===== src/hw/rtl/jddp_pkg.sv =====
// Package for the joystick differential-drive PWM block.
// Holds shared constants, register indexes, the result word layout and the wheel job type.
// It depends on nothing else.
package jddp_pkg;

    localparam int JOY_BITS_DEF = 8;

    // configuration register indexes
    localparam logic [1:0] REG_FULL_SCALE = 2'd0;
    localparam logic [1:0] REG_MIN_DUTY   = 2'd1;
    localparam logic [1:0] REG_PERIOD     = 2'd2;

    localparam logic [7:0]  FULL_SCALE_RST = 8'd50;
    localparam logic [6:0]  MIN_DUTY_RST   = 7'd65;
    localparam logic [15:0] PERIOD_RST     = 16'd2000;
    localparam logic [6:0]  LEVEL_FULL     = 7'd100;

    // result word fields
    typedef struct packed {
        logic [6:0] right_level;
        logic [6:0] left_level;
        logic       right_reverse;
        logic       left_reverse;
        logic       right_pin;
        logic       left_pin;
    } result_t;

    // one wheel job handed to the serial duty unit
    typedef struct packed {
        logic        unit;
        logic        neg;
    } wheel_job_t;

endpackage


===== src/hw/rtl/joystick_differential_drive_pwm.sv =====
// Joystick differential-drive mixer with two PWM channels; uses jddp_pkg, jddp_root, jddp_duty.
// A tick gives its result word in the cycle after acceptance; an update passes through the
// squaring state, the bit-serial root, two wheel passes (serial multiply and divide) and the
// output state before its result word is given.
// Throughput: one word at a time; the next word is taken once the result word has left.
// Reset (aresetn low, synchronous) loads register defaults, counter 0, compares 100, pins, dirs low.
module joystick_differential_drive_pwm #(
    parameter int JOY_BITS = jddp_pkg::JOY_BITS_DEF
) (
    input  logic                      aclk,
    input  logic                      aresetn,
    input  logic                      s_tvalid,
    output logic                      s_tready,
    // tdata: joy_x, joy_y (lowest first), zero padded to bytes
    input  logic [((2*JOY_BITS+7)/8)*8-1:0] s_tdata,
    // tuser: command
    input  logic                      s_tuser,
    output logic                      m_tvalid,
    input  logic                      m_tready,
    // tdata: left_pin, right_pin, left_reverse, right_reverse, left_level, right_level
    output logic [23:0]               m_tdata,
    input  logic                      cfg_valid,
    output logic                      cfg_ready,
    input  logic [1:0]                cfg_index,
    input  logic [15:0]               cfg_data
);
    localparam int SW = 2 * JOY_BITS;        // width of x*x + y*y (needs +1)
    localparam int RW = JOY_BITS + 9;        // root of s<<16
    localparam int NW = SW + 1;

    localparam logic [2:0] ST_IDLE  = 3'd0;
    localparam logic [2:0] ST_SQ    = 3'd1;
    localparam logic [2:0] ST_ROOT  = 3'd2;
    localparam logic [2:0] ST_LEFT  = 3'd3;
    localparam logic [2:0] ST_RIGHT = 3'd4;
    localparam logic [2:0] ST_OUT   = 3'd5;

    // quadrant sectors
    localparam logic [1:0] SEC_UP_RIGHT   = 2'd0;
    localparam logic [1:0] SEC_UP_LEFT    = 2'd1;
    localparam logic [1:0] SEC_DOWN_RIGHT = 2'd2;
    localparam logic [1:0] SEC_DOWN_LEFT  = 2'd3;

    logic [7:0]  fs_reg;
    logic [6:0]  md_reg;
    logic [15:0] period_reg;
    logic [15:0] cnt_reg;
    logic [6:0]  lcmp_reg, rcmp_reg;
    logic        lout_reg, rout_reg, ldir_reg, rdir_reg;
    logic [2:0]  state_reg;
    logic        go_reg;

    logic signed [JOY_BITS-1:0] x_reg, y_reg;
    logic [SW-1:0]  xx_reg, yy_reg;
    logic [NW-1:0]  s_sum, c_num, c_den;
    logic           c_neg;
    logic           wheel_neg;
    logic [1:0]     sector_reg;
    jddp_pkg::wheel_job_t ljob, rjob, job;
    logic [RW-1:0]  root;
    logic           root_done, duty_done;
    logic [6:0]     add, md_eff, span, level;
    logic [15:0]    cnt_inc;
    logic           accept;
    jddp_pkg::result_t res;

    assign s_tready  = (state_reg == ST_IDLE) && !m_tvalid;
    assign cfg_ready = 1'b1;
    assign accept    = s_tvalid && s_tready;

    // sector flags per wheel
    always_comb begin
        case (sector_reg)
            SEC_UP_RIGHT: begin ljob = '{1'b1, 1'b0}; rjob = '{1'b0, 1'b1}; end
            SEC_UP_LEFT:  begin ljob = '{1'b0, 1'b1}; rjob = '{1'b1, 1'b0}; end
            SEC_DOWN_RIGHT: begin ljob = '{1'b0, 1'b0}; rjob = '{1'b1, 1'b1}; end
            default:      begin ljob = '{1'b1, 1'b1}; rjob = '{1'b0, 1'b0}; end
        endcase
    end
    assign job    = (state_reg == ST_RIGHT) ? rjob : ljob;
    assign md_eff = (md_reg > jddp_pkg::LEVEL_FULL) ? jddp_pkg::LEVEL_FULL : md_reg;
    assign span   = jddp_pkg::LEVEL_FULL - md_eff;
    assign level  = md_eff + add;
    assign cnt_inc = cnt_reg + 16'd1;

    jddp_root #(.IN_BITS(NW + 16), .OUT_BITS(RW)) u_root (
        .aclk(aclk), .aresetn(aresetn),
        .start(go_reg && state_reg == ST_ROOT),
        .radicand({s_sum, 16'd0}), .done(root_done), .root(root)
    );

    jddp_duty #(.RW(RW), .NW(NW)) u_duty (
        .aclk(aclk), .aresetn(aresetn),
        .start(go_reg && (state_reg == ST_LEFT || state_reg == ST_RIGHT)),
        .r(root),
        .n(job.unit ? NW'(1) : c_num),
        .d(job.unit ? NW'(1) : c_den),
        .fs(fs_reg), .span(span), .done(duty_done), .add(add)
    );

    always_ff @(posedge aclk) begin
        if (!aresetn) begin
            fs_reg     <= jddp_pkg::FULL_SCALE_RST;
            md_reg     <= jddp_pkg::MIN_DUTY_RST;
            period_reg <= jddp_pkg::PERIOD_RST;
            cnt_reg    <= '0;
            lcmp_reg   <= jddp_pkg::LEVEL_FULL;
            rcmp_reg   <= jddp_pkg::LEVEL_FULL;
            lout_reg   <= 1'b0;
            rout_reg   <= 1'b0;
            ldir_reg   <= 1'b0;
            rdir_reg   <= 1'b0;
            state_reg  <= ST_IDLE;
            go_reg     <= 1'b0;
            m_tvalid   <= 1'b0;
        end else begin
            go_reg <= 1'b0;
            if (m_tvalid && m_tready)
                m_tvalid <= 1'b0;
            // register writes
            if (cfg_valid) begin
                case (cfg_index)
                    jddp_pkg::REG_FULL_SCALE: fs_reg     <= cfg_data[7:0];
                    jddp_pkg::REG_MIN_DUTY:   md_reg     <= cfg_data[6:0];
                    jddp_pkg::REG_PERIOD:     period_reg <= cfg_data;
                    default: ;
                endcase
            end
            case (state_reg)
                ST_IDLE: begin
                    if (accept) begin
                        if (s_tuser) begin
                            x_reg     <= s_tdata[JOY_BITS-1:0];
                            y_reg     <= s_tdata[2*JOY_BITS-1:JOY_BITS];
                            state_reg <= ST_SQ;
                        end else begin
                            // pwm tick
                            if ({16'd0, cnt_inc} > {16'd0, period_reg}) begin
                                cnt_reg  <= '0;
                                lout_reg <= 1'b1;
                                rout_reg <= 1'b1;
                            end else begin
                                cnt_reg  <= cnt_inc;
                                lout_reg <= {9'd0, lcmp_reg} > cnt_inc;
                                rout_reg <= {9'd0, rcmp_reg} > cnt_inc;
                            end
                            m_tvalid <= 1'b1;
                        end
                    end
                end
                ST_SQ: begin
                    xx_reg    <= SW'(x_reg * x_reg);
                    yy_reg    <= SW'(y_reg * y_reg);
                    if (y_reg > 0 && x_reg >= 0)       sector_reg <= SEC_UP_RIGHT;
                    else if (x_reg < 0 && y_reg >= 0)  sector_reg <= SEC_UP_LEFT;
                    else if (y_reg < 0 && x_reg <= 0)  sector_reg <= SEC_DOWN_LEFT;
                    else                               sector_reg <= SEC_DOWN_RIGHT;
                    state_reg <= ST_ROOT;
                    go_reg    <= 1'b1;
                end
                ST_ROOT: begin
                    if (root_done) begin
                        state_reg <= ST_LEFT;
                        go_reg    <= 1'b1;
                    end
                end
                ST_LEFT, ST_RIGHT: begin
                    if (duty_done) begin
                        if (state_reg == ST_LEFT) begin
                            if (wheel_neg) begin
                                lcmp_reg <= jddp_pkg::LEVEL_FULL - level;
                                ldir_reg <= 1'b1;
                            end else begin
                                lcmp_reg <= level;
                                ldir_reg <= 1'b0;
                            end
                            state_reg <= ST_RIGHT;
                            go_reg    <= 1'b1;
                        end else begin
                            if (wheel_neg) begin
                                rcmp_reg <= jddp_pkg::LEVEL_FULL - level;
                                rdir_reg <= 1'b1;
                            end else begin
                                rcmp_reg <= level;
                                rdir_reg <= 1'b0;
                            end
                            state_reg <= ST_OUT;
                        end
                    end
                end
                ST_OUT: begin
                    m_tvalid  <= 1'b1;
                    state_reg <= ST_IDLE;
                end
                default: state_reg <= ST_IDLE;
            endcase
        end
    end

    // cos 2 theta numerator and denominator; a centred stick takes c = 1
    assign s_sum = NW'(xx_reg) + NW'(yy_reg);
    always_comb begin
        c_neg = xx_reg < yy_reg;
        if (s_sum == '0) begin
            c_num = NW'(1);
            c_den = NW'(1);
        end else begin
            c_den = s_sum;
            c_num = c_neg ? NW'(yy_reg - xx_reg) : NW'(xx_reg - yy_reg);
        end
    end

    // combine sign of c with the sector negate flag; a zero c counts as forward
    assign wheel_neg = job.unit ? job.neg : ((c_num != '0) && (job.neg != c_neg));

    assign res.left_pin      = lout_reg;
    assign res.right_pin     = rout_reg;
    assign res.left_reverse  = ldir_reg;
    assign res.right_reverse = rdir_reg;
    assign res.left_level    = lcmp_reg;
    assign res.right_level   = rcmp_reg;
    assign m_tdata = {6'd0, res.right_level, res.left_level, res.right_reverse,
                      res.left_reverse, res.right_pin, res.left_pin};
endmodule


===== src/hw/rtl/jddp_root.sv =====
// Bit-serial integer square root: one result bit per cycle.
// Self-contained; depends on no package and no other module.
module jddp_root #(
    parameter int IN_BITS  = 34,
    parameter int OUT_BITS = 17
) (
    input  logic                aclk,
    input  logic                aresetn,
    input  logic                start,
    input  logic [IN_BITS-1:0]  radicand,
    output logic                done,
    output logic [OUT_BITS-1:0] root
);
    localparam int RB = 2 * OUT_BITS;
    localparam int CW = $clog2(OUT_BITS + 1);

    logic [RB-1:0]       rad_reg;
    logic [OUT_BITS+1:0] rem_reg;
    logic [OUT_BITS-1:0] root_reg;
    logic [CW-1:0]       cnt_reg;
    logic                busy_reg;
    logic [OUT_BITS+1:0] trial;
    logic [OUT_BITS+1:0] rem_sh;

    // shift two radicand bits into the partial remainder each cycle
    assign rem_sh = {rem_reg[OUT_BITS-1:0], rad_reg[RB-1 -: 2]};
    assign trial  = {root_reg, 2'b01};

    always_ff @(posedge aclk) begin
        if (!aresetn) begin
            busy_reg <= 1'b0;
            done     <= 1'b0;
            cnt_reg  <= '0;
        end else begin
            done <= 1'b0;
            if (start) begin
                busy_reg <= 1'b1;
                cnt_reg  <= CW'(OUT_BITS);
                rad_reg  <= RB'(radicand);
                rem_reg  <= '0;
                root_reg <= '0;
            end else if (busy_reg) begin
                rad_reg <= rad_reg << 2;
                if (rem_sh >= trial) begin
                    rem_reg  <= rem_sh - trial;
                    root_reg <= {root_reg[OUT_BITS-2:0], 1'b1};
                end else begin
                    rem_reg  <= rem_sh;
                    root_reg <= {root_reg[OUT_BITS-2:0], 1'b0};
                end
                cnt_reg <= cnt_reg - CW'(1);
                if (cnt_reg == CW'(1)) begin
                    busy_reg <= 1'b0;
                    done     <= 1'b1;
                end
            end
        end
    end

    assign root = root_reg;
endmodule


===== src/hw/rtl/jddp_duty.sv =====
// Serial duty unit: shift-add multiply then restoring divide, one bit a cycle.
// Computes floor(span*r*n / (d*fs*256)) capped at span; depends on no other module.
module jddp_duty #(
    parameter int RW = 17,
    parameter int NW = 16
) (
    input  logic          aclk,
    input  logic          aresetn,
    input  logic          start,
    input  logic [RW-1:0] r,
    input  logic [NW-1:0] n,
    input  logic [NW-1:0] d,
    input  logic [7:0]    fs,
    input  logic [6:0]    span,
    output logic          done,
    output logic [6:0]    add
);
    // numerator span*r*n, denominator d*fs*256
    localparam int PW = RW + NW + 7;
    localparam int DW = NW + 8 + 8;
    localparam int CW = $clog2(PW + 1);

    localparam logic [1:0] ST_IDLE = 2'd0;
    localparam logic [1:0] ST_MUL  = 2'd1;
    localparam logic [1:0] ST_DIV  = 2'd2;

    logic [1:0]    state_reg;
    logic [CW-1:0] cnt_reg;
    logic [PW-1:0] acc_reg;
    logic [PW-1:0] mcand_reg;
    logic [NW+6:0] mplier_reg;
    logic [DW-1:0] div_reg;
    logic [PW-1:0] quo_reg;
    logic [DW:0]   rem_reg;
    logic [DW:0]   rem_sh;
    logic [6:0]    span_reg;
    logic [NW+6:0] sn_full;
    logic [7:0]    fs_eff;

    assign sn_full = (NW + 7)'(n) * (NW + 7)'(span);
    assign rem_sh  = {rem_reg[DW-1:0], acc_reg[PW-1]};
    // a zero full scale acts as one
    assign fs_eff  = (fs == 8'd0) ? 8'd1 : fs;

    always_ff @(posedge aclk) begin
        if (!aresetn) begin
            state_reg <= ST_IDLE;
            done      <= 1'b0;
            cnt_reg   <= '0;
        end else begin
            done <= 1'b0;
            case (state_reg)
                ST_IDLE: begin
                    if (start) begin
                        state_reg  <= ST_MUL;
                        acc_reg    <= '0;
                        mcand_reg  <= PW'(r);
                        mplier_reg <= sn_full;
                        div_reg    <= {(NW + 8)'(d) * (NW + 8)'(fs_eff), 8'd0};
                        span_reg   <= span;
                        cnt_reg    <= CW'(NW + 7);
                    end
                end
                // shift-add multiply, one multiplier bit a cycle
                ST_MUL: begin
                    if (mplier_reg[0])
                        acc_reg <= acc_reg + mcand_reg;
                    mcand_reg  <= mcand_reg << 1;
                    mplier_reg <= mplier_reg >> 1;
                    cnt_reg    <= cnt_reg - CW'(1);
                    if (cnt_reg == CW'(1)) begin
                        state_reg <= ST_DIV;
                        cnt_reg   <= CW'(PW);
                        rem_reg   <= '0;
                        quo_reg   <= '0;
                    end
                end
                // restoring divide, one quotient bit a cycle
                ST_DIV: begin
                    acc_reg <= acc_reg << 1;
                    if (rem_sh >= {1'b0, div_reg}) begin
                        rem_reg <= rem_sh - {1'b0, div_reg};
                        quo_reg <= {quo_reg[PW-2:0], 1'b1};
                    end else begin
                        rem_reg <= rem_sh;
                        quo_reg <= {quo_reg[PW-2:0], 1'b0};
                    end
                    cnt_reg <= cnt_reg - CW'(1);
                    if (cnt_reg == CW'(1)) begin
                        state_reg <= ST_IDLE;
                        done      <= 1'b1;
                    end
                end
                default: state_reg <= ST_IDLE;
            endcase
        end
    end

    // cap at span
    assign add = (quo_reg >= PW'(span_reg)) ? span_reg : quo_reg[6:0];
endmodule


===== config.mk =====
export PLATFORM = sky130hd
export DESIGN_NAME = joystick_differential_drive_pwm
export DESIGN_NICKNAME = d
export VERILOG_FILES = /design/src/hw/rtl/jddp_pkg.sv /design/src/hw/rtl/joystick_differential_drive_pwm.sv /design/src/hw/rtl/jddp_root.sv /design/src/hw/rtl/jddp_duty.sv
export SDC_FILE = /design/constraint.sdc
export NUM_CORES = 2
export LEC_CHECK = 0
export ABC_CLOCK_PERIOD_IN_PS = 8780
export BUFFER_PORTS_ARGS = -buffer_cell sky130_fd_sc_hd__buf_2
export CAP_MARGIN = 15
export CORE_ASPECT_RATIO = 0.75
export CORE_UTILIZATION = 25
export DETAILED_ROUTE_END_ITERATION = 8
export PLACE_DENSITY = 0.39
export SYNTH_ARGS = -nofsm -noshare
export SYNTH_HDL_FRONTEND = slang
export SYNTH_SLANG_ARGS = --single-unit
export TNS_END_PERCENT = 100

===== constraint.sdc =====
create_clock -name aclk -period 8.78 [get_ports aclk]
set_input_delay 0.439 -clock aclk [delete_from_list [all_inputs] [get_ports aclk]]
set_output_delay 0.439 -clock aclk [all_outputs]
set_load 0.02 [all_outputs]

Word-level counts from Yosys, hierarchy flattened:

Cells that the tools add are included.
Widths: inputs -> output; s select.

* magnitude comparators: 14
* equality and inequality tests: 22
* reductions and logical operators: 43
* $add $sub $neg: 12
* bitwise logic cells: 4
* muxes and demuxes: 66
* multipliers: 4

Operators with widths (count)
* $mux 41: 4
* $pmux 41 s2: 2
* $mux 17: 8
* $pmux 41 s3: 1
* $mux 33: 3
* $pmux 33 s2: 1
* $pmux 24 s2: 1
* $add 41x41->41: 1
* $ge 41x7->1: 1
* $ge 34x33->1: 1
* $mux 34: 1
* $sub 16x16->17: 2
* $sub 33x33->33: 1
* $gt 7x16->1: 2
* $mul 8x8->16: 2
* $mul 17x8->25: 1
* $mul 17x7->24: 1
* $mux 24: 1
* $mux 7: 3
* $reduce_and 3->1: 7
* $mux 1: 20
* $ge 19x19->1: 1
* $pmux 2 s3: 3
* $pmux 6 s3: 1
* 48 further kinds: 96

* logic and storage cells: 202
* register bits after elaboration: 414

Depth between registers and ports, before layout:

* depth in word-level cells: 7
* gate-level depth with buffers: 35

Hierarchy:

A second synthesis with hierarchy kept.

* cell total of the unflattened synthesis: 3964
* area, all modules: 37548.5 um^2

By module, submodules not included
* jddp_duty: sequential area each 6546.3 um^2, cells an instance 2098, times used 1, area an instance 20328.2 um^2
* joystick_differential_drive_pwm: sequential area each 2842.7 um^2, cells an instance 1514, times used 1, area an instance 13068.8 um^2
* jddp_root: sequential area each 2182.1 um^2, cells an instance 352, times used 1, area an instance 4151.5 um^2

Least setup slack after synthesis:

Ideal clock, no wire load.

* kind: register to register
* start: reg xx_reg[3]
* end: reg u_duty.mplier_reg[23] (data pin)
* setup slack: 1.173 ns
* setup time: 0.260 ns
* period minus slack after synthesis: 7.607 ns
* stages on the path, launching flop included: 32
* required time: 8.520 ns
* arrival: 7.347 ns
* buffers on the path: 4
* cells stage by stage: edfxtp_1 -> inv_1 -> ha_1 -> buf_2 -> nand2b_4 -> a211o_1 -> a2111oi_2 -> o41ai_1 -> nor4b_4 -> nor4_4 -> and4_1 -> buf_4 -> or2_4 -> buf_2 -> buf_2 -> o21ai_0 -> fa_1 -> fa_1 -> inv_1 -> fa_1 -> inv_1 -> fa_1 -> inv_1 -> ha_1 -> or3_1 -> o2111ai_1 -> a311oi_1 -> nor3_1 -> o21bai_1 -> a21boi_0 -> o21ai_0 -> mux2_2

* longest elaborated chain between the ends: 7
* elaborated cells between the ends (all ways): 11

RTL lines
* from (decl): line joystick_differential_drive_pwm.sv:54 `logic [SW-1:0] xx_reg, yy_reg;`
* from (signal assigned): line joystick_differential_drive_pwm.sv:152 `xx_reg <= SW'(x_reg * x_reg);`
* $add 16x16->17, or another cell as far along: line joystick_differential_drive_pwm.sv:201 `assign s_sum = NW'(xx_reg) + NW'(yy_reg);`
* $logic_not 17->1 / $mux 17 (equally long branches): line joystick_differential_drive_pwm.sv:204, joystick_differential_drive_pwm.sv:209
* $mux 17 *: line joystick_differential_drive_pwm.sv:204 `if (s_sum == '0) begin`
* $mux 17 *: line joystick_differential_drive_pwm.sv:96 `.n(job.unit ? NW'(1) : c_num),`
* $mul 17x7->24 *: line jddp_duty.sv:40 `assign sn_full = (NW + 7)'(n) * (NW + 7)'(span);`
* $mux 24 *: line jddp_duty.sv:54 `if (start) begin`
* $pmux 24 s2 *: line jddp_duty.sv:52 `case (state_reg)`
* to (signal assigned): line jddp_duty.sv:58 `mplier_reg <= sn_full;`
* to (signal assigned): line jddp_duty.sv:69 `mplier_reg <= mplier_reg >> 1;`
* to (decl): line jddp_duty.sv:31 `logic [NW+6:0] mplier_reg;`

Every way passes the cells marked *; elsewhere a longest branch is shown, timed or not. The select of a mux whose other input is x is not followed.
A chain may end at the register's enable or synchronous reset.

Worst setup path after layout:

* start: reg yy_reg[3]
* end: reg u_duty.mplier_reg[23] (data pin)

* longest elaborated chain between the ends: 7
* elaborated cells between the ends (all ways): 11

RTL lines
* from (decl): line joystick_differential_drive_pwm.sv:54
* from (signal assigned): line joystick_differential_drive_pwm.sv:153 `yy_reg <= SW'(y_reg * y_reg);`
* $add 16x16->17, or another cell as far along: line joystick_differential_drive_pwm.sv:201
* $logic_not 17->1 / $mux 17 (equally long branches): line joystick_differential_drive_pwm.sv:204, joystick_differential_drive_pwm.sv:209
* $mux 17 *: line joystick_differential_drive_pwm.sv:204
* $mux 17 *: line joystick_differential_drive_pwm.sv:96
* $mul 17x7->24 *: line jddp_duty.sv:40
* $mux 24 *: line jddp_duty.sv:54
* $pmux 24 s2 *: line jddp_duty.sv:52

Marked as above.

==> results.md <==
- Cells taking the most area after synthesis: edfxtp_1 26%, fa_1 14%, ha_1 12%, inv_1 5.2%, dfxtp_1 4.8%
- Cell Int Power: 4.43 mW
- Number of remaining DRC errors: 0
- Pre-CTS WS: 519 ps
- Top post-synthesis cells by count: 494 x inv_1, 337 x ha_1, 318 x nand2_1, 312 x edfxtp_1, 266 x nor2_1
- Library cells used by synthesis: 98
- Status: complete, no violations
- Fin crit share: 94.3%
- Minimum clock period: 8280 ps
- Row cnt: 120
- Total Power: 7.04 mW
- Clock buffer depth: 3
- Vias in the first global route: 25600
- Post-Place Cells: 5654
- Max Freq: 121 MHz
- Worst-path fanout max: 30
- Number of port buffers: 59
- Initial Utilization: 25.2%
- Count of yosys warnings during synthesis: 0
- Area of the core: 143000 um2
- CTS tree: done
- Sequential share of the synthesized area: 30.8%
- Worst Setup End Kind: flip-flop
- Via/cell ratio: 4.43
- Die area: 145000 um2
- Clk_skew: 56.5 ps
- Arrival time at the worst endpoint: 8640 ps
- Total gr overflow: 0
- Final Non-Filler Cells: 5769
- PwrDens: 175 nW/um2
- Wirelength, routed: 94900 um
- Final setup vio count: 0
- CP dominant cell by count: fa_1
- Post-synth top area share: 26.0%
- Count leader, synth: inv_1
- Total track usage: 13.0%
- Fin worst setup slack: 501 ps
- VDD IR max: 173 uV
- Leakage power total: 17.3 nW
- First-pass GRT wire length: 151000 um
- Synthesized area: 36000 um2
- Reg power frac: 31.3%
- Die width: 440 um
- Rel. slew slack: 31.9%
- Ant diodes: 0
- Initial DRC count: 1486
- Initial antenna violation count: 5
- Cells after Synth: 3800
- Hold slack: 54.1 ps
- Final-report max-slew violation count: 0
- Area Growth Syn to Fin: 12.0%
- Setup CP Type: flip-flop to flip-flop
- Clock transition at the registers of the reported paths: 60 ps
- Final net count: 4474
- H-Tree Depth: 2
- Min-Delay Path Class: input port to flip-flop
- Largest net degree at the start of global routing: 94
- Fill cell count: 15100
- Measured slew at the worst slew-check pin: 1020 ps
- DP HPWL: 72600 um
- Data required, critical path: 9140 ps
- MaxCap Viol Count: 0
- Post-synth EDFFs: 312
- Synth Area per Inst: 9.47 um2
- Fin Setup TNS: 0 ps
- Clock sink count: 398
- Slowest CP cell: fa_1
- Clk_lat worst skew: 660 ps
- Root buf cell: clkbuf_16
- Combinational share of power: 38.8%
- Die Height: 331 um
- Switching Fraction: 37.0%
- Power share of the clock group: 29.9%
- Synth Flop Type: edfxtp_1
- Final hold violations: 0
- CP startpoint kind: flip-flop
- Async SR Flop Fraction: 0%
- Post-DR wirelength/cell: 16.5 um
- Switching power: 2.60 mW
- DR pass1 iterations: 7
- Vias: 25600
- IO Pins: 67
- Top cell type by total area after synthesis: edfxtp_1
- GP Congestion: 0.818
- Antenna-violating nets left: 0
- Share of cells above drive strength 1: 6.45%
- Largest stage delay on the critical path: 530 ps
- Postcts setup bufs: 0
- Cts bufs inserted: 50
- RSZ-0062 raised after global routing: no
- FF+latch count, synth: 398
## timing repair
item,CTS,global route
resized for setup,0,1
hold buffers,23,0
setup endpoints to repair,0,2
endpoints found under the hold margin,23,0
## cells by family after synthesis
group           synth area share [%]
buf+inv                         7.03
other cells                   0.0209
xor+xnor                        4.33
simple gates                    17.3
fa+ha+maj                       26.1
mux                             1.88
compound gates                  12.4
flops                           30.8
## critical path: cells and delay by family (launching register included)
family	cells	cell delay (ps)
adders and majority gates	6	2630
and+or+nand+nor	9	2380
AOI/OAI and AO/OA	8	2090
DFF	1	420
muxes	1	280
buffers and inverters	3	140
## cell type report
type,instances,area [um2],share of cell area [%]
sequential,398,11100,27.5
clock inverter,25,234,0.580
tap,1891,2370,5.87
timing repair buffer,130,888,2.20
multi-input combinational,2763,22500,55.7
inverter,495,1860,4.61
clock buffer,67,1410,3.50
## routing by layer
metal | global-route usage, % | share of wire [%] | up-vias | routed length (um)
met2 | 17.7 | 38 | 327 | 36000
met4 | 2.59 | 1.7 | 2 | 1580
met3 | 1.80 | 3.3 | 93 | 3150
li1 | - | - | 12900 | -
met5 | 0 | 0.018 | - | 17
met1 | 21.2 | 57 | 12200 | 54200
## power by group through the flow
stage | Clock (mW) | Sequential, mW | Combinational (mW)
floorplan | 0 | 2.22 | 2.05
global placement | 0 | 2.24 | 2.75
detailed placement | 0 | 2.24 | 2.74
CTS | 2.19 | 2.20 | 2.77
global route | 2.24 | 2.21 | 3.14
finish | 2.11 | 2.20 | 2.73
## worst paths after layout
path | startpoint | to | slack [ps] | cells past startpoint
max | yy_reg[3] | u_duty.mplier_reg[23] | 500 | 27
min | cfg_data[7] | period_reg[7] | 50 | 3
max reg2reg | yy_reg[3] | u_duty.mplier_reg[23] | 500 | 27
min reg2reg | period_reg[1] | period_reg[1] | 460 | 2
## per-stage QoR
stage / cell area [um2] / util, %
after floorplan: 36000 / -
after global placement: 38400 / 26.9
after detailed placement: 38400 / 26.9
after CTS: 40300 / 28.2
after global routing: 40300 / 28.2
final: 40300 / 28.2
## placed cells by master, fill, tap and decap left out, types with 114 or more instances in the layout
cell	count
edfxtp_1	312
fa_1	259
o21ai_0	192
nand2_1	318
inv_1	494
a21oi_1	151
and2_1	220
ha_1	335
xnor2_1	114
nor2_1	265
Note: power is estimated with default switching activity, not from simulation.
